$ cat src/sv/modular_arithmetic_unit_assert.svh
// assertion macros for the modular arithmetic unit rtl
`ifndef MODULAR_ARITHMETIC_UNIT_ASSERT_SVH
`define MODULAR_ARITHMETIC_UNIT_ASSERT_SVH

`ifndef ASSERT_OFF
// same-cycle property, disabled during reset
`define MAU_ASSERT(lbl, clk, rst, prop, msg) \
   lbl: assert property (@(posedge clk) disable iff (rst) (prop)) else $error(msg);
// next-cycle implication, disabled during reset
`define MAU_ASSERT_NEXT(lbl, clk, rst, ante, cons, msg) \
   lbl: assert property (@(posedge clk) disable iff (rst) (ante) |=> (cons)) else $error(msg);
`else
`define MAU_ASSERT(lbl, clk, rst, prop, msg)
`define MAU_ASSERT_NEXT(lbl, clk, rst, ante, cons, msg)
`endif

`endif

$ cat src/sv/mau_pkg.sv
// shared types and constants of the modular arithmetic unit
package mau_pkg;

   localparam int MOD_WIDTH     = 16;
   localparam int OPERAND_WIDTH = 32;
   localparam int CNT_WIDTH     = $clog2(OPERAND_WIDTH);

   // operation codes
   typedef enum logic [2:0] {
      OP_ADD = 3'd0,
      OP_SUB = 3'd1,
      OP_MUL = 3'd2,
      OP_INV = 3'd3,
      OP_CMP = 3'd4
   } op_type;

   // controller states
   typedef enum logic [2:0] {
      ST_IDLE,
      ST_REDUCE,
      ST_FIX,
      ST_MUL,
      ST_INV,
      ST_DONE
   } state_type;

   // controller to datapath commands
   typedef struct packed {
      logic load;
      logic red_step;
      logic fix;
      logic mul_step;
      logic inv_step;
      logic inv_fail;
      logic finish;
   } ctrl_cmd_type;

   // datapath to controller status
   typedef struct packed {
      logic red_last;
      logic mul_last;
      logic is_mul;
      logic is_inv;
      logic inv_hit;
      logic inv_end;
      logic rsp_busy;
   } dp_status_type;

endpackage

$ cat src/sv/modular_arithmetic_unit.sv
// top level of the modular arithmetic unit
// sequence: each accepted transaction runs 32 bit-serial remainder steps for both
// operands at once, one fold step and a result step; add, subtract and compare stop there,
// multiply adds 16 steps of the interleaved multiply loop and inverse adds a search
// over candidate indices below m. a new transaction is taken only once the last one is
// done, also while its result waits in the output register. synchronous reset sets modulus to 2.
module modular_arithmetic_unit (
   input  logic                                     clock,
   input  logic                                     reset,
   input  logic                                     req_valid,
   output logic                                     req_ready,
   input  logic [2:0]                               req_cmd,
   input  logic signed [mau_pkg::OPERAND_WIDTH-1:0] req_operand_a,
   input  logic signed [mau_pkg::OPERAND_WIDTH-1:0] req_operand_b,
   output logic                                     rsp_valid,
   input  logic                                     rsp_ready,
   output logic [mau_pkg::MOD_WIDTH-1:0]            rsp_result,
   output logic                                     rsp_equal,
   output logic                                     rsp_less_than,
   output logic                                     rsp_greater_than,
   output logic                                     rsp_no_inverse,
   input  logic                                     csr_valid,
   output logic                                     csr_ready,
   input  logic [mau_pkg::MOD_WIDTH-1:0]            csr_modulus
);

   mau_pkg::ctrl_cmd_type  cmd;
   mau_pkg::dp_status_type status;

   // sequencing
   mau_ctrl u_ctrl (
      .clock     (clock),
      .reset     (reset),
      .req_valid (req_valid),
      .req_ready (req_ready),
      .rsp_ready (rsp_ready),
      .status    (status),
      .cmd       (cmd)
   );

   // arithmetic and registers
   mau_dpath u_dpath (
      .clock            (clock),
      .reset            (reset),
      .cmd              (cmd),
      .status           (status),
      .req_cmd          (req_cmd),
      .req_operand_a    (req_operand_a),
      .req_operand_b    (req_operand_b),
      .rsp_valid        (rsp_valid),
      .rsp_ready        (rsp_ready),
      .rsp_result       (rsp_result),
      .rsp_equal        (rsp_equal),
      .rsp_less_than    (rsp_less_than),
      .rsp_greater_than (rsp_greater_than),
      .rsp_no_inverse   (rsp_no_inverse),
      .csr_valid        (csr_valid),
      .csr_ready        (csr_ready),
      .csr_modulus      (csr_modulus)
   );

endmodule

$ cat src/sv/mau_ctrl.sv
// controller state machine of the modular arithmetic unit
module mau_ctrl (
   input  logic                   clock,
   input  logic                   reset,
   input  logic                   req_valid,
   output logic                   req_ready,
   input  logic                   rsp_ready,
   input  mau_pkg::dp_status_type status,
   output mau_pkg::ctrl_cmd_type  cmd
);

   mau_pkg::state_type state_ff;
   mau_pkg::state_type state_in;

   // state register
   always_ff @(posedge clock) begin
      if (reset) begin
         state_ff <= mau_pkg::ST_IDLE;
      end else begin
         state_ff <= state_in;
      end
   end

   // next state and commands
   always_comb begin
      state_in  = state_ff;
      cmd       = '0;
      req_ready = 1'b0;
      unique case (state_ff)
         mau_pkg::ST_IDLE: begin
            req_ready = 1'b1;
            if (req_valid) begin
               cmd.load = 1'b1;
               state_in = mau_pkg::ST_REDUCE;
            end
         end
         mau_pkg::ST_REDUCE: begin
            cmd.red_step = 1'b1;
            if (status.red_last) begin
               state_in = mau_pkg::ST_FIX;
            end
         end
         mau_pkg::ST_FIX: begin
            cmd.fix = 1'b1;
            if (status.is_mul) begin
               state_in = mau_pkg::ST_MUL;
            end else if (status.is_inv) begin
               state_in = mau_pkg::ST_INV;
            end else begin
               state_in = mau_pkg::ST_DONE;
            end
         end
         mau_pkg::ST_MUL: begin
            cmd.mul_step = 1'b1;
            if (status.mul_last) begin
               state_in = mau_pkg::ST_DONE;
            end
         end
         mau_pkg::ST_INV: begin
            if (status.inv_hit) begin
               state_in = mau_pkg::ST_DONE;
            end else if (status.inv_end) begin
               cmd.inv_fail = 1'b1;
               state_in     = mau_pkg::ST_DONE;
            end else begin
               cmd.inv_step = 1'b1;
            end
         end
         mau_pkg::ST_DONE: begin
            if (!status.rsp_busy || rsp_ready) begin
               cmd.finish = 1'b1;
               state_in   = mau_pkg::ST_IDLE;
            end
         end
         default: begin
            state_in = mau_pkg::ST_IDLE;
         end
      endcase
   end

endmodule

$ cat src/sv/mau_dpath.sv
// datapath of the modular arithmetic unit: reducers, step units and output register
`include "modular_arithmetic_unit_assert.svh"

module mau_dpath (
   input  logic                                       clock,
   input  logic                                       reset,
   input  mau_pkg::ctrl_cmd_type                      cmd,
   output mau_pkg::dp_status_type                     status,
   input  logic [2:0]                                 req_cmd,
   input  logic signed [mau_pkg::OPERAND_WIDTH-1:0]   req_operand_a,
   input  logic signed [mau_pkg::OPERAND_WIDTH-1:0]   req_operand_b,
   output logic                                       rsp_valid,
   input  logic                                       rsp_ready,
   output logic [mau_pkg::MOD_WIDTH-1:0]              rsp_result,
   output logic                                       rsp_equal,
   output logic                                       rsp_less_than,
   output logic                                       rsp_greater_than,
   output logic                                       rsp_no_inverse,
   input  logic                                       csr_valid,
   output logic                                       csr_ready,
   input  logic [mau_pkg::MOD_WIDTH-1:0]              csr_modulus
);

   localparam int MW = mau_pkg::MOD_WIDTH;
   localparam int OW = mau_pkg::OPERAND_WIDTH;
   localparam int CW = mau_pkg::CNT_WIDTH;

   // modular add of two residues below m
   function automatic logic [MW-1:0] add_mod(input logic [MW-1:0] x,
                                              input logic [MW-1:0] y,
                                              input logic [MW-1:0] m);
      logic [MW:0] s;
      s = {1'b0, x} + {1'b0, y};
      if (s >= {1'b0, m}) begin
         s = s - {1'b0, m};
      end
      return s[MW-1:0];
   endfunction

   // one restoring remainder step: shift in a bit, subtract m when it fits
   function automatic logic [MW-1:0] rem_step(input logic [MW-1:0] r,
                                               input logic          b,
                                               input logic [MW-1:0] m);
      logic [MW:0] t;
      t = {r, b};
      if (t >= {1'b0, m}) begin
         t = t - {1'b0, m};
      end
      return t[MW-1:0];
   endfunction

   // configuration and control registers
   logic [MW-1:0] mod_ff, mod_in;
   logic          rsp_valid_ff, rsp_valid_in;

   // payload registers
   logic [2:0]    op_ff, op_in;
   logic [OW-1:0] mag_a_ff, mag_a_in, mag_b_ff, mag_b_in;
   logic          neg_a_ff, neg_a_in, neg_b_ff, neg_b_in;
   logic [MW-1:0] rem_a_ff, rem_a_in, rem_b_ff, rem_b_in;
   logic [MW-1:0] a_ff, a_in, b_ff, b_in;
   logic [MW-1:0] acc_ff, acc_in, idx_ff, idx_in;
   logic          noinv_ff, noinv_in;
   logic [CW-1:0] cnt_ff, cnt_in;
   logic [MW-1:0] res_ff, res_in;
   logic          eq_ff, eq_in, lt_ff, lt_in, gt_ff, gt_in, ni_ff, ni_in;

   logic [MW-1:0] m_eff;
   logic [OW-1:0] ua, ub;
   logic [MW-1:0] dbl;
   logic [MW-1:0] sub_val;
   logic [3:0]    rsp_flags;

   // modulus below two acts as two
   assign m_eff = (mod_ff < MW'(2)) ? MW'(2) : mod_ff;
   assign ua    = $unsigned(req_operand_a);
   assign ub    = $unsigned(req_operand_b);
   assign dbl   = add_mod(acc_ff, acc_ff, m_eff);
   // wraps correctly: true difference is below m
   assign sub_val = (a_ff >= b_ff) ? (a_ff - b_ff) : (a_ff - b_ff + m_eff);

   // status to the controller
   assign status.red_last = (cnt_ff == CW'(OW - 1));
   assign status.mul_last = (cnt_ff == CW'(MW - 1));
   assign status.is_mul   = (op_ff == mau_pkg::OP_MUL);
   assign status.is_inv   = (op_ff == mau_pkg::OP_INV);
   assign status.inv_hit  = (acc_ff == MW'(1));
   assign status.inv_end  = (idx_ff == m_eff - MW'(1));
   assign status.rsp_busy = rsp_valid_ff;

   assign csr_ready = 1'b1;

   // next values
   always_comb begin
      mod_in       = mod_ff;
      rsp_valid_in = rsp_valid_ff;
      op_in        = op_ff;
      mag_a_in     = mag_a_ff;
      mag_b_in     = mag_b_ff;
      neg_a_in     = neg_a_ff;
      neg_b_in     = neg_b_ff;
      rem_a_in     = rem_a_ff;
      rem_b_in     = rem_b_ff;
      a_in         = a_ff;
      b_in         = b_ff;
      acc_in       = acc_ff;
      idx_in       = idx_ff;
      noinv_in     = noinv_ff;
      cnt_in       = cnt_ff;
      res_in       = res_ff;
      eq_in        = eq_ff;
      lt_in        = lt_ff;
      gt_in        = gt_ff;
      ni_in        = ni_ff;

      if (csr_valid) begin
         mod_in = csr_modulus;
      end

      // capture a transaction and take operand magnitudes
      if (cmd.load) begin
         op_in    = req_cmd;
         neg_a_in = ua[OW-1];
         neg_b_in = ub[OW-1];
         mag_a_in = ua[OW-1] ? (~ua + OW'(1)) : ua;
         mag_b_in = ub[OW-1] ? (~ub + OW'(1)) : ub;
         rem_a_in = '0;
         rem_b_in = '0;
         cnt_in   = '0;
      end

      // bit-serial remainder of both magnitudes
      if (cmd.red_step) begin
         rem_a_in = rem_step(rem_a_ff, mag_a_ff[OW-1], m_eff);
         rem_b_in = rem_step(rem_b_ff, mag_b_ff[OW-1], m_eff);
         mag_a_in = {mag_a_ff[OW-2:0], 1'b0};
         mag_b_in = {mag_b_ff[OW-2:0], 1'b0};
         cnt_in   = cnt_ff + CW'(1);
      end

      // canonical residues, negative operands folded back
      if (cmd.fix) begin
         a_in     = (neg_a_ff && (rem_a_ff != '0)) ? (m_eff - rem_a_ff) : rem_a_ff;
         b_in     = (neg_b_ff && (rem_b_ff != '0)) ? (m_eff - rem_b_ff) : rem_b_ff;
         acc_in   = '0;
         idx_in   = '0;
         noinv_in = 1'b0;
         cnt_in   = '0;
      end

      // interleaved modular multiply, msb of b first
      if (cmd.mul_step) begin
         acc_in = b_ff[MW-1] ? add_mod(dbl, a_ff, m_eff) : dbl;
         b_in   = {b_ff[MW-2:0], 1'b0};
         cnt_in = cnt_ff + CW'(1);
      end

      // inverse search: acc tracks a*idx mod m
      if (cmd.inv_step) begin
         acc_in = add_mod(acc_ff, a_ff, m_eff);
         idx_in = idx_ff + MW'(1);
      end

      if (cmd.inv_fail) begin
         noinv_in = 1'b1;
      end

      // output register
      if (rsp_ready) begin
         rsp_valid_in = 1'b0;
      end
      if (cmd.finish) begin
         rsp_valid_in = 1'b1;
         res_in       = '0;
         eq_in        = 1'b0;
         lt_in        = 1'b0;
         gt_in        = 1'b0;
         ni_in        = 1'b0;
         unique case (op_ff)
            mau_pkg::OP_ADD: res_in = add_mod(a_ff, b_ff, m_eff);
            mau_pkg::OP_SUB: res_in = sub_val;
            mau_pkg::OP_MUL: res_in = acc_ff;
            mau_pkg::OP_INV: begin
               res_in = noinv_ff ? '0 : idx_ff;
               ni_in  = noinv_ff;
            end
            mau_pkg::OP_CMP: begin
               eq_in = (a_ff == b_ff);
               lt_in = (a_ff < b_ff);
               gt_in = (a_ff > b_ff);
            end
            default: begin
               res_in = '0;
            end
         endcase
      end
   end

   // control registers
   always_ff @(posedge clock) begin
      if (reset) begin
         mod_ff       <= MW'(2);
         rsp_valid_ff <= 1'b0;
      end else begin
         mod_ff       <= mod_in;
         rsp_valid_ff <= rsp_valid_in;
      end
   end

   // payload registers
   always_ff @(posedge clock) begin
      op_ff    <= op_in;
      mag_a_ff <= mag_a_in;
      mag_b_ff <= mag_b_in;
      neg_a_ff <= neg_a_in;
      neg_b_ff <= neg_b_in;
      rem_a_ff <= rem_a_in;
      rem_b_ff <= rem_b_in;
      a_ff     <= a_in;
      b_ff     <= b_in;
      acc_ff   <= acc_in;
      idx_ff   <= idx_in;
      noinv_ff <= noinv_in;
      cnt_ff   <= cnt_in;
      res_ff   <= res_in;
      eq_ff    <= eq_in;
      lt_ff    <= lt_in;
      gt_ff    <= gt_in;
      ni_ff    <= ni_in;
   end

   assign rsp_valid        = rsp_valid_ff;
   assign rsp_result       = res_ff;
   assign rsp_equal        = eq_ff;
   assign rsp_less_than    = lt_ff;
   assign rsp_greater_than = gt_ff;
   assign rsp_no_inverse   = ni_ff;

   assign rsp_flags = {eq_ff, lt_ff, gt_ff, ni_ff};

   // checks
   `MAU_ASSERT_NEXT(a_residue_range, clock, reset, cmd.fix, (a_ff < m_eff) && (b_ff < m_eff), "residue not below modulus")
   `MAU_ASSERT_NEXT(result_range, clock, reset, cmd.finish, res_ff < m_eff, "result not below modulus")
   `MAU_ASSERT(flags_exclusive, clock, reset, !rsp_valid_ff || $onehot0(rsp_flags), "more than one flag set")
   `MAU_ASSERT(noinv_zero, clock, reset, !(rsp_valid_ff && ni_ff) || (res_ff == '0), "no inverse with nonzero result")

endmodule

$ cat config.mk
export PLATFORM = sky130hd
export DESIGN_NAME = modular_arithmetic_unit
export DESIGN_NICKNAME = d
export VERILOG_FILES = /design/src/sv/mau_pkg.sv /design/src/sv/modular_arithmetic_unit.sv /design/src/sv/mau_ctrl.sv /design/src/sv/mau_dpath.sv
export VERILOG_INCLUDE_DIRS = /design/src /design/src/sv
export SDC_FILE = /design/constraint.sdc
export NUM_CORES = 1
export LEC_CHECK = 0
export BUFFER_PORTS_ARGS = -buffer_cell sky130_fd_sc_hd__buf_2
export CORE_MARGIN = 4
export CORE_UTILIZATION = 55
export DETAILED_ROUTE_END_ITERATION = 10
export PLACE_DENSITY = 0.79
export SETUP_SLACK_MARGIN = 0.5
export SLEW_MARGIN = 10
export SYNTH_ARGS = -nofsm -noshare
export SYNTH_HDL_FRONTEND = slang
export SYNTH_SLANG_ARGS = --single-unit
$ cat constraint.sdc
create_clock -name clock -period 10.2 [get_ports clock]
set_clock_uncertainty 0.15 [all_clocks]
set_input_delay 1.02 -clock clock [delete_from_list [all_inputs] [get_ports clock]]
set_output_delay 1.02 -clock clock [all_outputs]
set_load 0.02 [all_outputs]
==> results.txt, run 1 <==
- The total count of max-transition violations in the final report came to 0.
- Setup slack closes at 1.45 ns.
- Cells after synthesis: between 2k and 2.5k
* Clock-pin slew on the worst setup and hold paths: 0.07 ns
- Power spread over the standard cell area amounts to ~370 nW/µm².
- Length of the first detailed-routing pass in iterations: 6
- Post-CTS Resized: 0
- The count of nets left with antenna violations once routing finished came out at 0.
- Entering global routing, the biggest net connects between 80 and 90 pins.
- Commonest cells after routing, fill and taps aside: nor2_1, ha_1, edfxtp_1
- At the end of routability-driven placement, the weighted congestion stood at around 1.1.
- Number of buffer cells added on primary ports: 109
- Number of filler instances in the final layout: ~3.3k
* CTS Buf Count: 25
- Before CTS, the worst setup slack after placement is 1.62 ns.
* Clock buffer depth: 3
- Critical path class: reg2reg
- The number of global-route vias before repair was approximately 18k.
- Fraction of registers with async set or reset after synthesis: 0%
- The die covers around 42000 µm².
- The clock net in this run drives a total of 211 sinks.
- The area growth from synthesis to layout is 9.22%.
- Setup violations remaining at the end of the flow were counted as 0.
- Required @ worst endpoint: between 10 and 15 ns
* Placed Area: between 20000 and 25000 µm²
- Setup repair after global routing missed its margin: no
- Subtracting the final worst setup slack from the clock period gives about 8.7 ns.
- By area the synthesized netlist is led by edfxtp_1, ha_1, xnor2_1.
- Leaving out fill and tap cells, the most frequent cell in the layout is nor2_1.
* Crit path max fanout: 16
* Starting DRC count in detailed routing: approximately 1.9k
- For this run, the register share of the synthesized area comes to between 20% and 30%.
- Effective utilization at floorplan: 56.1%
* Setup TNS: 0 ns
- The worst pin sits at a relative slew slack of between 10 and 15%.
- On the worst path, the slowest cell contributes a delay of ~0.90 ns.
* Overall overflow remaining after global route: 0
- Max-cap violations in this run came to 0.
- Number of top-level pins: roughly 110
- CTS Root Buffer Type: clkbuf_16
- Fin crit share: a little under nine tenths
* Routed length per instance: around 22 µm
* Synthesis-stage register bit count: about 210
* Slowest cell on crit path: a211oi_2
- Core region area: approximately 38000 µm²
- Fraction of final layout cells with drive strength greater than 1: 10.1%
- The die is 205 µm tall.
- When the netlist entered floorplanning its net count stood at between 2k and 3k.
- Buffers inserted to repair hold after CTS numbered 0.
- Average footprint of a synthesized cell: ~8.7 µm²
* Buffers inserted by post-CTS timing repair: 0
* Arrival time of the worst setup path: about 8.9 ns
- Clock latency on the worst-skew pair: 0.57 ns
- The floorplan has between 70 and 80 rows.
- Element type at the critical path end: flop
- Vias: roughly 20k
- Worst slew pin tran: around 1.3 ns
- Number of antenna violations at the first check in global routing: 2
- The worst setup path is launched from a flop.
* Largest area contributor in the netlist: edfxtp_1
* Die width: about 200 µm
* Distinct cell type count of the synthesized netlist: 88
- The final layout contains between 2k and 3k nets.
- Across the VDD grid, the largest voltage drop is between 0.0002 and 0.0003 V.
- Top flip-flop cell by instance count after synthesis: edfxtp_1
- For this design the static power due to leakage is around 9.5 nW.
- In this run the most critical hold path is launched from u_dpath.mag_b_ff[0]$_SDFFE_PP0P_.
* Reg-to-Reg Start: u_dpath.mod_ff[8]$_SDFFE_PP0P_
* Type of the tightest min-delay check: reg2reg
- Number of endpoints with negative hold slack in the final report: 0
- After detailed routing, the number of vias per cell comes to around 6.4.
* Top-area cell type share of the netlist area: about a quarter
- Static timing analysis puts the maximum clock frequency at between 100 and 150 MHz.
* Deepest level of the CTS H-tree: 1
- Yosys warns: 0
- DRT Wirelength: 67200 µm
* Start point of the critical path: u_dpath.mod_ff[8]$_SDFFE_PP0P_
- Final Hold Slack: between 0.3 and 0.4 ns
- EDFF count, synth: roughly 190
* Post-Layout Inst Area: about 23000 µm²
- The synthesized netlist occupies a cell area of between 20000 and 25000 µm².
* TritonCTS clock tree: built
- The flow ran to the end, and the final reports show no timing, DRC or antenna violations.
- After detailed routing, the number of remaining DRC violations is 0.
- Global routing used 31.1% of the available tracks.
- Global-route wire length before repair: 103000 µm
* HPWL after DPL: between 50000 and 60000 µm
synth_stat cells, types with 11 or more instances:
cell type and n:
a211o_1 11, a211oi_1 39, a21o_1 50, a21oi_1 149, a222oi_1 11, a31oi_1 14, and3_1 22, clkbuf_1 94
dfxtp_1 24, edfxtp_1 187, fa_1 13, ha_1 212, inv_1 142, mux2_2 29, mux2i_1 68, nand2_1 185
nand2b_1 30, nand3_1 52, nand4_1 23, nor2_1 221, nor2b_1 27, nor3_1 58, nor4_1 26, o21a_1 36
o21ai_0 179, o21bai_1 17, o22ai_1 16, o31ai_1 33, o32ai_1 11, o41ai_1 15, or2_2 14, or3_1 23
or4_1 12, xnor2_1 124, xor2_1 121
layout make-up:
| type | instances | area, µm² | area share (%) |
|---|---|---|---|
| inverters | 144 | 541 | 2.33 |
| flip-flops and latches | 211 | 6100 | 26.2 |
| repair buffers | 135 | 741 | 3.19 |
| well taps | 511 | 639 | 2.75 |
| clock buffers | 26 | 639 | 2.75 |
| clock inverters | 20 | 283 | 1.22 |
| diodes | 1 | 2.50 | 0.0108 |
| multi-input cells | 1999 | 14300 | 61.5 |
logic make-up (layout without fill, tap and decap cells):
family / Yosys count / after routing / synth area share (%)
adder cells (fa/ha/maj): 225 / 225 / 13.7
AO/OA/AOI/OAI: 689 / 689 / 21.4
buffers and inverters: 247 / 325 / 4.39
AND/OR/NAND/NOR: 741 / 741 / 16.9
multiplexers: 97 / 97 / 4.73
flip-flops: 211 / 211 / 28.7
other: 1 / 2 / 0.0176
XOR/XNOR: 246 / 246 / 10.2
sequential cells by signal, summed over array words and instances, names as in the netlist, 3 cells and up:
name,cells
u_ctrl.state_ff,3
u_dpath.a_ff,16
u_dpath.acc_ff,16
u_dpath.b_ff,16
u_dpath.cnt_ff,5
u_dpath.idx_ff,16
u_dpath.mag_a_ff,32
u_dpath.mag_b_ff,32
u_dpath.mod_ff,16
u_dpath.op_ff,3
u_dpath.rem_a_ff,16
u_dpath.rem_b_ff,16
u_dpath.rsp_result,16
through the flow:
step / instances / util, % / power (W)
final: 3047 / 61.3 / 0.00860
after global routing: 3046 / 61.3 / 0.00920
after CTS: 3046 / 61.3 / 0.00846
after detailed placement: 3000 / 58.8 / 0.00740
after global placement: 3000 / 58.8 / 0.00725
after floorplan: 2457 / - / 0.00601
critical path: cells and delay by family (launching register included):
kind | cells | cell delay, ns
AO/OA/AOI/OAI | 14 | 3.63
XOR/XNOR | 1 | 0.18
adder cells (fa/ha/maj) | 3 | 0.99
AND/OR/NAND/NOR | 9 | 2.17
flip-flops | 1 | 0.42
multiplexers | 1 | 0.29
buffers and inverters | 3 | 0.61
layer usage:
metal | track usage (%) | wire [µm]
met1 | 40.6 | 26800
met2 | 49.1 | 29200
met3 | 6.57 | 6880
met4 | 15.5 | 4350
met5 | 0 | 7
worst paths after layout:
kind / endpoint / slack, ns / cells past startpoint
worst max register to register: u_dpath.acc_ff[7]$_DFFE_PP_ / 1.45 / 31
worst min-delay path: u_dpath.mag_b_ff[0]$_SDFFE_PP0P_ / 0.32 / 2
worst min register to register: u_dpath.mag_b_ff[0]$_SDFFE_PP0P_ / 0.32 / 2
worst max-delay path: u_dpath.acc_ff[7]$_DFFE_PP_ / 1.45 / 31
power breakdown:
group          switching, W  total [W]  leakage [nW]  internal (W)
combinational       0.00345    0.00588          7.07       0.00242
clock              0.000402    0.00101         0.449      0.000612
sequential         0.000308    0.00171          2.03       0.00140
total               0.00416    0.00860          9.54       0.00443
(Power assumes the default switching activity.)
==> run 2, diff against run 1 <==
--- a/config.mk
+++ b/config.mk
@@ -6,6 +6,7 @@
 export SDC_FILE = /design/constraint.sdc
 export NUM_CORES = 1
 export LEC_CHECK = 0
+export ABC_AREA = 1
 export BUFFER_PORTS_ARGS = -buffer_cell sky130_fd_sc_hd__buf_2
 export CORE_MARGIN = 4
 export CORE_UTILIZATION = 55
==> run 2 against run 1 <==
Compared with the run above:
- register-to-register slack better by 1.6 ns
- sequential share of layout area fell by 0.54 points
- die area grew 2.2%
- routed wire length grew 18%
- core utilization down 0.29 points
- critical endpoint is now u_dpath.acc_ff[0]$_DFFE_PP_
- highest routed layer unchanged
==> results.txt, run 2 <==
- The run finished with clean final reports.
* Number of endpoints with negative hold slack in the final report: 0
- Critical path class: reg2reg
- STA puts the critical path data required time at ~10 ns.
* Most frequent standard cell in the layout excluding fill and tap cells: nand2_1
- Summed over all layers, the routed wires come to around 79000 µm.
- Yosys warns: 0
- Commonest cells after routing, fill and taps aside: nand2_1, inv_1, a21oi_1
- By area the synthesized netlist is led by edfxtp_1, ha_1, nand2_1.
* Routed length per instance: between 20 and 25 µm
* Die width: 207 µm
* Hold-fix buffers at CTS: 0
- Buffers inserted by post-CTS timing repair: 0
* Overall overflow remaining after global route: 0
* Fraction of final layout cells with drive strength greater than 1: approximately 7.4%
* Ratio of routed vias to standard cells: between 6 and 7
* Most instantiated library cell after synthesis: nand2_1
- Starting DRC count in detailed routing: 2574
- In the final layout, the multi-input gates occupy between 10000 and 15000 µm².
- Crit path max fanout: 28
- Synthesis handed over a netlist of between 3k and 4k instances.
- Buffers inserted during clock tree synthesis total 26.
* HPWL after DPL: 61400 µm
- After filler insertion, the fill cell instance count of the layout stands at 3612.
- Hold timing on the final database bottoms out at a slack of 0.312 ns.
* Time the final worst path needs with I/O delays and setup: 7.19 ns
- The min-delay analysis places its worst path in the category reg2reg.
* Normalized max-slew margin: 19.3%
* Number of max-slew violations in the final report: 0
- Counting every net in the synthesized netlist gives 3370.
- Largest area contributor in the netlist: edfxtp_1
- For this run, the register share of the synthesized area comes to 28.0%.
* Fraction of registers with async set or reset after synthesis: 0%
* R2R cell count: 36
* EDFF count, synth: about 190
* Worst slew pin tran: around 1.2 ns
- Most Used Layer, Global Route: met2
* Top flip-flop cell by instance count after synthesis: edfxtp_1
- Arrival time of the worst setup path: approximately 7.4 ns
* Clock-pin slew on the worst setup and hold paths: 0.06 ns
- At the end of the flow, the number of nets in the layout was 3445.
* Post-CTS Resized: 0
* Clock latency on the worst-skew pair: a little under 0.6 ns
- For this run, the top clock speed supported by timing is 139 MHz.
* Clock buffer depth: 3
- Most prevalent standard cell on the critical path: nand2_1
* Largest registers: u_dpath.mag_a_ff x32, u_dpath.mag_b_ff x32
- For this run, the slowest stage of the critical path takes about 0.44 ns.
* Global-route track usage on met1: roughly half
- STA classifies the critical path endpoint as a flop.
* CTS Root Buffer Type: clkbuf_16
- Final Core Density: 61.0%
* Number of remaining DRC errors: 0
- Pin count of the biggest net entering global routing: 76
- For this design, the sink count on the clock tree is around 210.
- Fin crit share: about 70%
- Kind of launch point of the worst setup path: flop
- The die is 207 µm tall.
* TritonCTS clock tree: built
- The slowest stage of the critical path is the dfxtp_1 cell.
* Distinct cell type count of the synthesized netlist: just over 60
- For this design the top-level I/O count stands at between 100 and 150.
- Via count of the first global-routing pass: 20.9k
- The floorplan step defined a die boundary enclosing between 40000 and 50000 µm².
- Setup repair after global routing missed its margin: no
- In this run the biggest area consumer among cell types represents 25.8% of the synthesized area.
- The initial utilization of the core area, before any placement, comes to between 50% and 60%.
* Cell Area, Synth: about 22000 µm²
- The routed layout has about 22k vias.
* Global placement routability congestion: ~1.0
- Slack of the worst reg-to-reg path: approximately 3 ns
- The first detailed-routing pass took 6 iterations.
- Setup TNS: 0 ns
* Hold path depth: 2
- Average footprint of a synthesized cell: about 7.1 µm²
- Number of buffer cells added on primary ports: about 110
- The number of antenna violations at the first check in global routing came to 4.
- The first global-routing pass estimated between 100000 and 150000 µm of wire.
- Fraction of met2 tracks used by global routing: about 55%
- CTS built an H-tree with a depth of 1.
- Counting flops and latches in the post-synthesis netlist gives 211.
* Final antenna-violating net count: 0
- Most frequent cells after synthesis: nand2_1, inv_1, a21oi_1, o21ai_0, nor2_1
- Core region area: slightly below 40000 µm²
- Area delta synth->final: 8.99%
- FF+latch area: between 6000 and 7000 µm²
- Number of setup violations in the final report: 0
- After floorplanning, the core was divided into 72 placement rows.
- Max_cap viols: 0
- Tot GR Track Use: 36.3%
- For met3 alone, demand over resource in global routing was between 7 and 8%.
-- run 2: area by class of cell --
| cell class | instances | area share [%] |
|---|---|---|
| sequential | 211 | 25.7 |
| timing repair buffer | 132 | 3.03 |
| multi-input combinational | 2416 | 59.2 |
| inverter | 345 | 5.46 |
| antenna | 2 | 0.0211 |
| clock inverter | 17 | 1.09 |
| tap | 518 | 2.73 |
| clock buffer | 30 | 2.81 |
-- run 2: worst paths after layout --
kind,startpoint,to
setup reg to reg,u_dpath.mod_ff[11]$_SDFFE_PP0P_,u_dpath.acc_ff[0]$_DFFE_PP_
hold / removal,u_dpath.mag_a_ff[0]$_SDFFE_PP0P_,u_dpath.mag_a_ff[0]$_SDFFE_PP0P_
setup / recovery,u_dpath.mod_ff[11]$_SDFFE_PP0P_,u_dpath.acc_ff[0]$_DFFE_PP_
hold reg to reg,u_dpath.mag_a_ff[0]$_SDFFE_PP0P_,u_dpath.mag_a_ff[0]$_SDFFE_PP0P_
-- run 2: critical path, delay by kind of cell, from the launching register on --
kind | cells | cell delay (ns)
flip-flops | 1 | 0.44
buffers and inverters | 6 | 0.96
XOR/XNOR | 1 | 0.22
AO/OA/AOI/OAI | 5 | 1.02
AND/OR/NAND/NOR | 20 | 2.84
adder cells (fa/ha/maj) | 4 | 1.29
-- run 2: cells by family (layout without fill, tap and decap cells) --
logic type,count (synthesis),after routing,synth area share [%]
AO/OA/AOI/OAI,734,734,18.8
XOR/XNOR,171,171,6.88
adder cells (fa/ha/maj),225,225,13.4
buffers and inverters,430,524,7.61
flip-flops,211,211,28.0
other,1,3,0.0172
AND/OR/NAND/NOR,1285,1285,25.4
-- run 2: layer usage --
metal	wire (µm)	up-vias
li1	-	10607
met1	32100	10364
met2	32900	1292
met3	8960	224
met4	4970	2
met5	69	-
-- run 2: stage by stage --
stage,cells,setup WS [ns],cell area [µm²]
6_report,3671,3.01,23700
5_1_grt,3669,2.28,23700
4_1_cts,3669,3.21,23700
3_5_place_dp,3622,3.23,22800
3_3_place_gp,3622,3.41,22800
2_1_floorplan,3057,3.91,21800
Power of run 2 is not shown: default switching activity piles up to over one toggle a cycle in this logic, so the estimate is an artifact.
